### src/rtl/core/asmc_pkg.sv
// Package for the compute-instruction encoder: parse state type, codes and mnemonic tables.
package asmc_pkg;

  // Parse phases.
  localparam logic [1:0] PH_FIRST = 2'd0;
  localparam logic [1:0] PH_COMP  = 2'd1;
  localparam logic [1:0] PH_JUMP  = 2'd2;

  // Error codes, in the order they are checked.
  localparam logic [1:0] ERR_OK   = 2'd0;
  localparam logic [1:0] ERR_COMP = 2'd1;
  localparam logic [1:0] ERR_DEST = 2'd2;
  localparam logic [1:0] ERR_JUMP = 2'd3;

  // Separator characters.
  localparam logic [7:0] CH_EQ   = 8'h3D;  // '='
  localparam logic [7:0] CH_SEMI = 8'h3B;  // ';'

  // Each part keeps its first three characters and a count that saturates at seven.
  localparam int unsigned SEG_CHARS = 3;
  localparam logic [2:0]  LEN_MAX   = 3'd7;

  typedef logic [SEG_CHARS-1:0][7:0] seg_t;

  typedef struct packed {
    logic [1:0] phase;
    seg_t       first_seg;
    logic [2:0] first_len;
    seg_t       comp_seg;
    logic [2:0] comp_len;
    seg_t       jump_seg;
    logic [2:0] jump_len;
    logic       have_dest;
  } parse_st_t;

  // Returns {hit, a, c1..c6}. Only the first len characters take part.
  function automatic logic [7:0] comp_lookup(input seg_t seg, input logic [1:0] len);
    logic [7:0] res;
    res = '0;
    unique case (len)
      2'd1: begin
        unique case (seg[0])
          "0":     res = {1'b1, 7'h2A};
          "1":     res = {1'b1, 7'h3F};
          "D":     res = {1'b1, 7'h0C};
          "A":     res = {1'b1, 7'h30};
          "M":     res = {1'b1, 7'h70};
          default: res = '0;
        endcase
      end
      2'd2: begin
        unique case ({seg[0], seg[1]})
          "-1":    res = {1'b1, 7'h3A};
          "!D":    res = {1'b1, 7'h0D};
          "!A":    res = {1'b1, 7'h31};
          "!M":    res = {1'b1, 7'h71};
          "-D":    res = {1'b1, 7'h0F};
          "-A":    res = {1'b1, 7'h33};
          "-M":    res = {1'b1, 7'h73};
          default: res = '0;
        endcase
      end
      2'd3: begin
        unique case ({seg[0], seg[1], seg[2]})
          "D+1":        res = {1'b1, 7'h1F};
          "A+1":        res = {1'b1, 7'h37};
          "M+1":        res = {1'b1, 7'h77};
          "D-1":        res = {1'b1, 7'h0E};
          "A-1":        res = {1'b1, 7'h32};
          "M-1":        res = {1'b1, 7'h72};
          "D+A", "A+D": res = {1'b1, 7'h02};
          "D+M", "M+D": res = {1'b1, 7'h42};
          "D-A":        res = {1'b1, 7'h13};
          "D-M":        res = {1'b1, 7'h53};
          "A-D":        res = {1'b1, 7'h07};
          "M-D":        res = {1'b1, 7'h47};
          "D&A", "A&D": res = {1'b1, 7'h00};
          "D&M", "M&D": res = {1'b1, 7'h40};
          "D|A", "A|D": res = {1'b1, 7'h15};
          "D|M", "M|D": res = {1'b1, 7'h55};
          default:      res = '0;
        endcase
      end
      default: res = '0;
    endcase
    return res;
  endfunction

  // Returns {hit, d1 d2 d3}; the destination must be one to three characters.
  function automatic logic [3:0] dest_lookup(input seg_t seg, input logic [2:0] len);
    logic [3:0] res;
    res = '0;
    unique case (len)
      3'd1: begin
        unique case (seg[0])
          "M":     res = {1'b1, 3'd1};
          "D":     res = {1'b1, 3'd2};
          "A":     res = {1'b1, 3'd4};
          default: res = '0;
        endcase
      end
      3'd2: begin
        unique case ({seg[0], seg[1]})
          "MD":    res = {1'b1, 3'd3};
          "AM":    res = {1'b1, 3'd5};
          "AD":    res = {1'b1, 3'd6};
          default: res = '0;
        endcase
      end
      3'd3: begin
        res = ({seg[0], seg[1], seg[2]} == "AMD") ? {1'b1, 3'd7} : 4'd0;
      end
      default: res = '0;
    endcase
    return res;
  endfunction

  // Returns {hit, j1 j2 j3}; the jump must be exactly three characters.
  function automatic logic [3:0] jump_lookup(input seg_t seg, input logic [2:0] len);
    logic [3:0] res;
    res = '0;
    if (len == 3'd3) begin
      unique case ({seg[0], seg[1], seg[2]})
        "JGT":   res = {1'b1, 3'd1};
        "JEQ":   res = {1'b1, 3'd2};
        "JGE":   res = {1'b1, 3'd3};
        "JLT":   res = {1'b1, 3'd4};
        "JNE":   res = {1'b1, 3'd5};
        "JLE":   res = {1'b1, 3'd6};
        "JMP":   res = {1'b1, 3'd7};
        default: res = '0;
      endcase
    end
    return res;
  endfunction

endpackage

### src/rtl/core/asm_c_instruction_encoder.sv
// Top level of the compute-instruction encoder: character intake, parse state, result register.
//
// The block takes the text of one compute instruction, dest=comp;jump, one ASCII
// character per transfer on the input channel, with last set on the final character,
// and gives one result transfer per instruction: the 16-bit encoded word and a
// 2-bit error code (0 ok, 1 bad comp, 2 bad dest, 3 bad jump, checked in that order;
// the word is zero on any error). A character is taken in every cycle in which the
// result register is empty or its result is being taken in that cycle, so the
// sustained rate is one character per clock. The result of an instruction appears
// in the cycle after its last character is accepted: the parse state update and the
// mnemonic table compares are one level of logic feeding the result register, and
// that register is the only stage between the two channels. Non-last characters
// give no result. After the last character the parse state returns to its reset
// value, ready for the next instruction. Reset is synchronous and active high.
module asm_c_instruction_encoder
  import asmc_pkg::*;
(
  input  logic        clk,
  input  logic        rst,
  input  logic        in_valid,
  output logic        in_ready,
  input  logic [7:0]  ch,
  input  logic        last,
  output logic        out_valid,
  input  logic        out_ready,
  output logic [15:0] word,
  output logic [1:0]  error
);

  parse_st_t   st;
  parse_st_t   st_next;
  logic        in_xfer;
  logic [15:0] enc_word;
  logic [1:0]  enc_error;

  // The result register frees up in the same cycle its content is taken.
  assign in_ready = !out_valid || out_ready;
  assign in_xfer  = in_valid && in_ready;

  // Fold the incoming character into the parse state. The first separator splits the
  // text and a ';' after that '=' splits it again; later separators are ordinary characters of their part.
  always_comb begin
    st_next = st;
    unique case (st.phase)
      PH_FIRST: begin
        if (ch == CH_EQ) begin
          st_next.have_dest = 1'b1;
          st_next.phase     = PH_COMP;
        end else if (ch == CH_SEMI) begin
          // No '=': what came so far is the comp part.
          st_next.comp_seg = st.first_seg;
          st_next.comp_len = st.first_len;
          st_next.phase    = PH_JUMP;
        end else begin
          if (st.first_len < 3'd3) begin
            st_next.first_seg[st.first_len[1:0]] = ch;
          end
          if (st.first_len != LEN_MAX) begin
            st_next.first_len = st.first_len + 3'd1;
          end
        end
      end
      PH_COMP: begin
        if (ch == CH_SEMI) begin
          st_next.phase = PH_JUMP;
        end else begin
          if (st.comp_len < 3'd3) begin
            st_next.comp_seg[st.comp_len[1:0]] = ch;
          end
          if (st.comp_len != LEN_MAX) begin
            st_next.comp_len = st.comp_len + 3'd1;
          end
        end
      end
      default: begin
        if (st.jump_len < 3'd3) begin
          st_next.jump_seg[st.jump_len[1:0]] = ch;
        end
        if (st.jump_len != LEN_MAX) begin
          st_next.jump_len = st.jump_len + 3'd1;
        end
      end
    endcase
  end

  // The encoder looks at the state that includes the final character.
  asmc_encode u_encode (
    .st    (st_next),
    .word  (enc_word),
    .error (enc_error)
  );

  // Parse state: cleared by reset and after each final character.
  always_ff @(posedge clk) begin
    if (rst) begin
      st <= '0;
    end else if (in_xfer) begin
      if (last) begin
        st <= '0;
      end else begin
        st <= st_next;
      end
    end
  end

  // Result register.
  always_ff @(posedge clk) begin
    if (rst) begin
      out_valid <= 1'b0;
    end else if (in_xfer && last) begin
      out_valid <= 1'b1;
    end else if (out_ready) begin
      out_valid <= 1'b0;
    end
  end

  always_ff @(posedge clk) begin
    if (in_xfer && last) begin
      word  <= enc_word;
      error <= enc_error;
    end
  end

endmodule

### src/rtl/core/asmc_encode.sv
// Builds the 16-bit word and error code from a completed parse state.
module asmc_encode
  import asmc_pkg::*;
(
  input  parse_st_t   st,
  output logic [15:0] word,
  output logic [1:0]  error
);

  seg_t       cs;
  logic [2:0] cl;
  logic [1:0] ceff;
  logic [7:0] comp_hit;
  logic [3:0] dest_hit;
  logic [3:0] jump_hit;
  logic       jump_part;
  logic [2:0] dest_bits;
  logic [2:0] jump_bits;

  // Without any separator the comp text is still in the first segment.
  assign cs   = (st.phase == PH_FIRST) ? st.first_seg : st.comp_seg;
  assign cl   = (st.phase == PH_FIRST) ? st.first_len : st.comp_len;
  assign ceff = (cl > 3'd3) ? 2'd3 : cl[1:0];

  assign comp_hit  = comp_lookup(cs, ceff);
  assign dest_hit  = dest_lookup(st.first_seg, st.first_len);
  assign jump_hit  = jump_lookup(st.jump_seg, st.jump_len);
  assign jump_part = st.phase[1];

  assign dest_bits = st.have_dest ? dest_hit[2:0] : 3'd0;
  assign jump_bits = jump_part ? jump_hit[2:0] : 3'd0;

  always_comb begin
    priority if (!comp_hit[7]) begin
      error = ERR_COMP;
    end else if (st.have_dest && !dest_hit[3]) begin
      error = ERR_DEST;
    end else if (jump_part && !jump_hit[3]) begin
      error = ERR_JUMP;
    end else begin
      error = ERR_OK;
    end
  end

  assign word = (error == ERR_OK) ? {3'b111, comp_hit[6:0], dest_bits, jump_bits} : 16'd0;

endmodule

### config.mk
export PLATFORM = sky130hd
export DESIGN_NAME = asm_c_instruction_encoder
export DESIGN_NICKNAME = d
export VERILOG_FILES = /design/src/rtl/core/asmc_pkg.sv /design/src/rtl/core/asm_c_instruction_encoder.sv /design/src/rtl/core/asmc_encode.sv
export SDC_FILE = /design/constraint.sdc
export NUM_CORES = 1
export LEC_CHECK = 0
export BUFFER_PORTS_ARGS = -buffer_cell sky130_fd_sc_hd__buf_4
export CORE_MARGIN = 3
export CORE_UTILIZATION = 57
export CTS_CLUSTER_DIAMETER = 100
export DETAILED_ROUTE_END_ITERATION = 10
export HOLD_SLACK_MARGIN = 0.1
export PLACE_DENSITY_LB_ADDON = 0.12
export SYNTH_ARGS = -nofsm -noshare
export SYNTH_HDL_FRONTEND = slang
export SYNTH_SLANG_ARGS = --single-unit
### constraint.sdc
create_clock -name clk -period 3.2 [get_ports clk]
set_input_delay 0.16 -clock clk [delete_from_list [all_inputs] [get_ports clk]]
set_output_delay 0.16 -clock clk [all_outputs]
set_load 0.03 [all_outputs]
Word-level counts from Yosys, hierarchy flattened
Cells that the tools add are included.

operators by class
  eq/ne operators = 61
  magnitude comparators = 10
  $add $sub $neg = 3
  reduce and logical (&&, ||, !) cells = 24
  multiplexer cells = 49

operator list
  cell                                                               number
  24-bit by 23-bit == test with 1-bit output, second input constant  30
  27-bit 2-to-1 mux                                                  5
  8-bit case mux with 16 select lines                                1
  16-bit by 14-bit == test with 1-bit output, second input constant  7
  24-bit 2-to-1 mux                                                  4
  84-bit 2-to-1 mux                                                  1
  24-bit bitwise mux                                                 3
  8-bit case mux with 7 select lines                                 1
  54-bit 2-to-1 mux                                                  1
  27-bit case mux with 2 select lines                                1
  8-bit demux with 2-bit select                                      3
  16-bit by 15-bit == test with 1-bit output, second input constant  3
  8-bit by 7-bit == test with 1-bit output, second input constant    6
  8-bit case mux with 5 select lines                                 1
  4-bit case mux with 3 select lines                                 3
  8-bit by 6-bit == test with 1-bit output, second input constant    4
  4-bit case mux with 7 select lines                                 1
  8-bit 2-to-1 mux                                                   3
  8-bit case mux with 3 select lines                                 1
  3-bit 2-to-1 mux                                                   6
  16-bit 2-to-1 mux                                                  1
  2-bit OR reduction                                                 7
  2-bit 2-to-1 mux                                                   6
  3-bit by 1-bit adder with 3-bit output, second input constant      3
  19 further kinds                                                   45

word-level totals
  logic and storage cells = 167
  register bits after elaboration = 103
  bits of input ports = 13
  output and inout port bits = 20

Depth between registers and ports, before layout
  depth after elaboration = 18
  gate-level depth with buffers = 16
  gate-level depth less buffers = 12

Hierarchy
From an unflattened synthesis, not the netlist that was laid out.

unflattened totals
  cells, all modules = 921
  area total of the unflattened synthesis = 7574.8 um^2

by module, submodules not included
  module                     times used  cells an instance  area each (um^2)  seq. area each (um^2)
  asm_c_instruction_encoder  1           656                5795.6            2242.2
  asmc_encode                1           265                1779.2            0.0

Worst setup path before layout
OpenSTA, ideal clock, no wires.

  kind = reg-to-reg
  from = register st[55] (netlist bit)
  to = register word[1], data pin
  stages on the path, launching flop included = 14
  setup slack = -169 ps
  buffers on the path = 1
  arrival = 3166 ps
  period minus slack after synthesis = 3369 ps
  data required time = 2997 ps
  library setup time = 203 ps
  cell sequence = dfxtp_1 > buf_2 > inv_1 > ha_1 > and3_1 > o21ai_0 > o211ai_1 > or4b_1 > o221a_1 > o211a_2 > nor3_4 > o2111ai_2 > and2_4 > a2111oi_1

between the ends
  word-level cells in the longest chain between the ends = 18
  elaborated cells on any way between the ends = 87
  classes of those cells = 1 x add/sub; 4 x order compare; 48 x eq/ne; 23 x mux; 11 x reduce/logical

ends and longest elaborated chain
  what                                                                                                            line                              text
  start: declaration                                                                                              asm_c_instruction_encoder.sv:30   parse_st_t st;
  start signal: assignment                                                                                        asm_c_instruction_encoder.sv:101  st <= st_next;
  parallel branches: the longest is 15 deep, another holds 2-bit by 3-bit less-than comparator with 1-bit output  n/a
  2-bit 2-to-1 mux (*)                                                                                            asmc_encode.sv:34                 priority if (!comp_hit[7]) begin
  2-bit logical NOT (*)                                                                                           asmc_encode.sv:45                 assign word = (error == ERR_OK) ? {3'b111, comp_hit[6:0], dest_bits, jump_bits} : 16'd0;
  3-bit AND reduction (no line) (*)                                                                               n/a
  end signal: assignment                                                                                          asm_c_instruction_encoder.sv:119  word <= enc_word;
  end: declaration                                                                                                asm_c_instruction_encoder.sv:26   output logic [15:0] word,

Mark *: on every way between the ends.
A chain may end at the register's enable or synchronous reset.

Worst setup path after layout
  from = register st[28] (netlist bit)
  to = register word[8], data pin

between the ends
  word-level cells in the longest chain between the ends = 15
  elaborated cells on any way between the ends = 68
  classes of those cells = 1 x add/sub; 4 x order compare; 38 x eq/ne; 17 x mux; 8 x reduce/logical

ends and longest elaborated chain
  what                                                                                                                                                         line                             text
  2-bit by 3-bit less-than comparator with 1-bit output (implied by the code) or 2-bit by 1-bit greater-or-equal comparator with 1-bit output (tied branches)  asm_c_instruction_encoder.sv:68  st_next.comp_seg[st.comp_len[1:0]] = ch;
  1-bit logical AND (implied by the code)                                                                                                                      asm_c_instruction_encoder.sv:68
  8-bit 2-to-1 mux (implied by the code)                                                                                                                       asm_c_instruction_encoder.sv:68
  8-bit demux with 2-bit select                                                                                                                                asm_c_instruction_encoder.sv:68
  24-bit bitwise mux                                                                                                                                           asm_c_instruction_encoder.sv:68
  24-bit 2-to-1 mux                                                                                                                                            asm_c_instruction_encoder.sv:67  if (st.comp_len < 3'd3) begin
  27-bit 2-to-1 mux                                                                                                                                            asm_c_instruction_encoder.sv:64  if (ch == CH_SEMI) begin
  27-bit case mux with 2 select lines (*)                                                                                                                      asm_c_instruction_encoder.sv:44  unique case (st.phase)
  24-bit 2-to-1 mux                                                                                                                                            asmc_encode.sv:21                assign cs = (st.phase == PH_FIRST) ? st.first_seg : st.comp_seg;
  24-bit by 23-bit == test with 1-bit output                                                                                                                   asmc_pkg.sv:64                   unique case ({seg[0], seg[1], seg[2]})
  2-bit OR reduction                                                                                                                                           asmc_pkg.sv:64
  8-bit case mux with 16 select lines                                                                                                                          asmc_pkg.sv:64
  8-bit case mux with 3 select lines (*)                                                                                                                       asmc_pkg.sv:40                   unique case (len)
  2-bit 2-to-1 mux                                                                                                                                             asmc_encode.sv:34
  2-bit logical NOT                                                                                                                                            asmc_encode.sv:45

Every way passes the cells marked *; elsewhere a longest branch is shown, timed or not.

==> impl_metrics.json <==
{
  "status": "finished, violations left",
  "violations": "setup timing",
  "synth-main-ff-cell": "sky130_fd_sc_hd__dfxtp_1",
  "yosys.area.top_type_share_pct": 21.7,
  "peakVddDrop_v": 0.000385,
  "die_area_mm2": 0.0152,
  "finalCritPeriodShare_pct": 110,
  "drt_iter0_markers": 1665,
  "final.min_clock_period_ps": 3530,
  "synthToLayoutAreaGrowth_pct": 37.8,
  "post_synth_inst_count": 1004,
  "vias": 10000,
  "crit_type": "reg -> reg",
  "critical_path_sink_type": "flip-flop",
  "power.share.clock_pct": 38.4,
  "synth-seq-area-share_pct": 27.8,
  "ys_top_cells_by_area": "sky130_fd_sc_hd__dfxtp_1 22%, sky130_fd_sc_hd__nor2_1 7.2%, sky130_fd_sc_hd__edfxtp_1 6.1%",
  "total_leakage_power_uw": 0.00419,
  "crit_fanout": 6,
  "detailed_place.area_mm2": 0.00993,
  "element_type_at_the_critical_path_start": "flip-flop",
  "multi_input_comb_area_mm2": 0.00562,
  "internal_power_uw": 2080,
  "number_of_global_route_vias_before_repair": 9223,
  "global_route_overflow": 0,
  "final_antenna_net_count": 0,
  "buffer_ports.inserted": 32,
  "tightest_slew_ps": 897,
  "antenna_found_initial": 0,
  "via_per_inst": 7.01,
  "worst_path_largest_cell_delay_ps": 610,
  "swShare_pct": 30.4,
  "fillCellCount": 906,
  "slew_headroom_pct": 40.2,
  "die_height_um": 123,
  "crit_slowest_cell": "sky130_fd_sc_hd__o31ai_1",
  "grt_max_degree": 83,
  "worstPathBufferInverterCount": 4,
  "min-delay-path-class": "in -> reg",
  "wire_per_inst_um": 23.4,
  "share_comb_of_total_power_pct": 17.5,
  "rsz_0062_raised_after_global_routing": "true",
  "final_std_cell_area_no_fill_mm2": 0.0108,
  "synthArstFlopShare_pct": 0,
  "route.detailed.drc": 0,
  "syn_area_per_cell_um2": 7.81,
  "initial_core_util_pct": 58.8,
  "power.switching_uw": 908,
  "most-common-layout-cells": "301 x sky130_fd_sc_hd__buf_4, 145 x sky130_fd_sc_hd__nor2_1, 79 x sky130_fd_sc_hd__dfxtp_1, 66 x sky130_fd_sc_hd__nand2_1, 63 x sky130_fd_sc_hd__a22oi_1",
  "p_seq_share_pct": 44.1,
  "cp_data_required_time_ps": 3410,
  "final_common_cell": "sky130_fd_sc_hd__buf_4",
  "syn_nets": 1029,
  "drv_cap": 0,
  "fin_setup_tns_ps": -3440,
  "post_synth_instance_area_mm2": 0.00784,
  "clock-skew-final_ps": 10.2,
  "synth.lib_cells_used.distinct": 109,
  "final-max-slew-violation-count": 0,
  "drive_above_1_share_pct": 35.6,
  "setup_viol": 16,
  "detailed_place_hpwl_um": 24300,
  "die_x_um": 123,
  "coreArea_mm2": 0.0133,
  "timing.final.ws_setup_ps": -327,
  "grt_pass1_wl_um": 50300,
  "htree_num_levels": 3,
  "drt_wl_total_um": 33400,
  "ys_ff_latch": 101,
  "cts_bufs_inserted": 9,
  "power_per_cell_area_mw_per_mm2": 276,
  "achievable-frequency_mhz": 284,
  "crit_chain": "buf_4, ha_2, and2_4, buf_6, a21boi_0, o21ai_1, and2_1, buf_4, o31ai_1, nand3_2, nor3_2, a2111oi_2, buf_4, a211o_1, a31oi_1",
  "antenna_cells_inserted": 0,
  "regArea_mm2": 0.00219,
  "timing.critical_path.arrival_ps": 3740,
  "netlist.top_cell.by_area": "sky130_fd_sc_hd__dfxtp_1",
  "ys.warnings.count": 0,
  "clkSlewWorstSetupHoldPaths_ps": 80,
  "final_net_count": 1271,
  "row_count": 42,
  "detailedPlace.worstSlack_ps": -523,
  "synth_edf_count": 16,
  "top_level_ports": 33,
  "clock_latency_ps": 370,
  "clk_root_buffer_cell": "sky130_fd_sc_hd__clkbuf_16",
  "cp_top_family": "compound AO/OA/AOI/OAI gates",
  "finalHoldViolations": 0,
  "all_layer_global_routing_usage_pct": 43.0,
  "cts_buffer_depth": 2,
  "first_pass_iters": 6,
  "routability_congestion_estimate_from_global_placement": 1.05,
  "tritoncts": "yes",
  "clock_sink_count": 101,
  "critical-path-top-cell-by-count": "sky130_fd_sc_hd__buf_4"
}
## logic make-up (layout without fill, tap and decap cells)
family	count (synthesis)	count (layout)	share of synthesized area [%]
AND/OR/NAND/NOR	422	423	28.4
AO/OA/AOI/OAI	358	358	33.7
flip-flops	101	101	27.8
buffers and inverters	98	344	6.57
adder cells (fa/ha/maj)	12	12	1.91
multiplexers	8	8	1.05
XOR/XNOR	5	5	0.558
## path summary, 6_finish.rpt
check	start	to	slack, ps	cells past startpoint
max	st[28]	word[8]	-330	15
min	out_ready	out_valid	130	3
max reg2reg	st[28]	word[8]	-330	15
min reg2reg	st[0]	st[0]	510	2
## power by group through the flow
stage               sequential (uW)  combinational (uW)  clock [uW]
global placement               1350                 465           0
global route                   1320                 546        1190
finish                         1320                 523        1150
CTS                            1320                 492        1150
floorplan                      1360                 235           0
detailed placement             1350                 469           0
## tightest hold or removal path, cell delays in order
cell and delay, ps:
sky130_fd_sc_hd__buf_4 70, sky130_fd_sc_hd__nand2b_1 150, sky130_fd_sc_hd__a21oi_1 80
## cell usage after synthesis, types with 16 or more instances
cell type                    n
sky130_fd_sc_hd__nor2_1    150
sky130_fd_sc_hd__dfxtp_1    85
sky130_fd_sc_hd__nand2_1    69
sky130_fd_sc_hd__a21oi_1    66
sky130_fd_sc_hd__a22oi_1    63
sky130_fd_sc_hd__o21ai_0    38
sky130_fd_sc_hd__nor3_1     35
sky130_fd_sc_hd__clkbuf_1   33
sky130_fd_sc_hd__buf_2      22
sky130_fd_sc_hd__nand4_1    19
sky130_fd_sc_hd__nand3_1    18
sky130_fd_sc_hd__inv_1      17
sky130_fd_sc_hd__a31oi_1    16
sky130_fd_sc_hd__edfxtp_1   16
sky130_fd_sc_hd__nand2b_1   16
## routing by layer
metal  global-route usage, %  up-vias  wire length, um
li1                        -     4356                -
met1                    55.3     4643            12600
met2                    67.0      824            14700
met3                    12.5      181             4410
met4                    18.8        0             1700
met5                       0        -                0
## layout make-up
cell class              count  area share, %
clock buffers              10           2.21
clock inverters             6          0.579
inverters                  18          0.625
multi-input cells         806           52.0
flip-flops and latches    101           20.3
well taps                 176           2.04
repair buffers            310           22.2
## metrics by stage
stage | std cells | hold WS (ps) | util [%] | power (uW)
CTS | 1419 | 132 | 79.0 | 2960
floorplan | 1004 | 460 | - | 1590
detailed placement | 1393 | 492 | 74.4 | 1820
global route | 1427 | 155 | 81.0 | 3050
global placement | 1393 | 480 | 74.4 | 1810
finish | 1427 | 130 | 81.0 | 2990
## flip-flops by register name, indices dropped and copies added (netlist names)
name	flops
error	2
word	14
st	84
out_valid	1
## what timing repair did
action | CTS | global route
hold buffers | 0 | 0
hold endpoints to repair | 0 | 0
cloned | 2 | 0
endpoints found under the setup margin | 16 | 16
setup buffers | 8 | 8
resized for setup | 53 | 45
pin swaps | 20 | 10
Note: power is estimated with default switching activity, not from simulation.
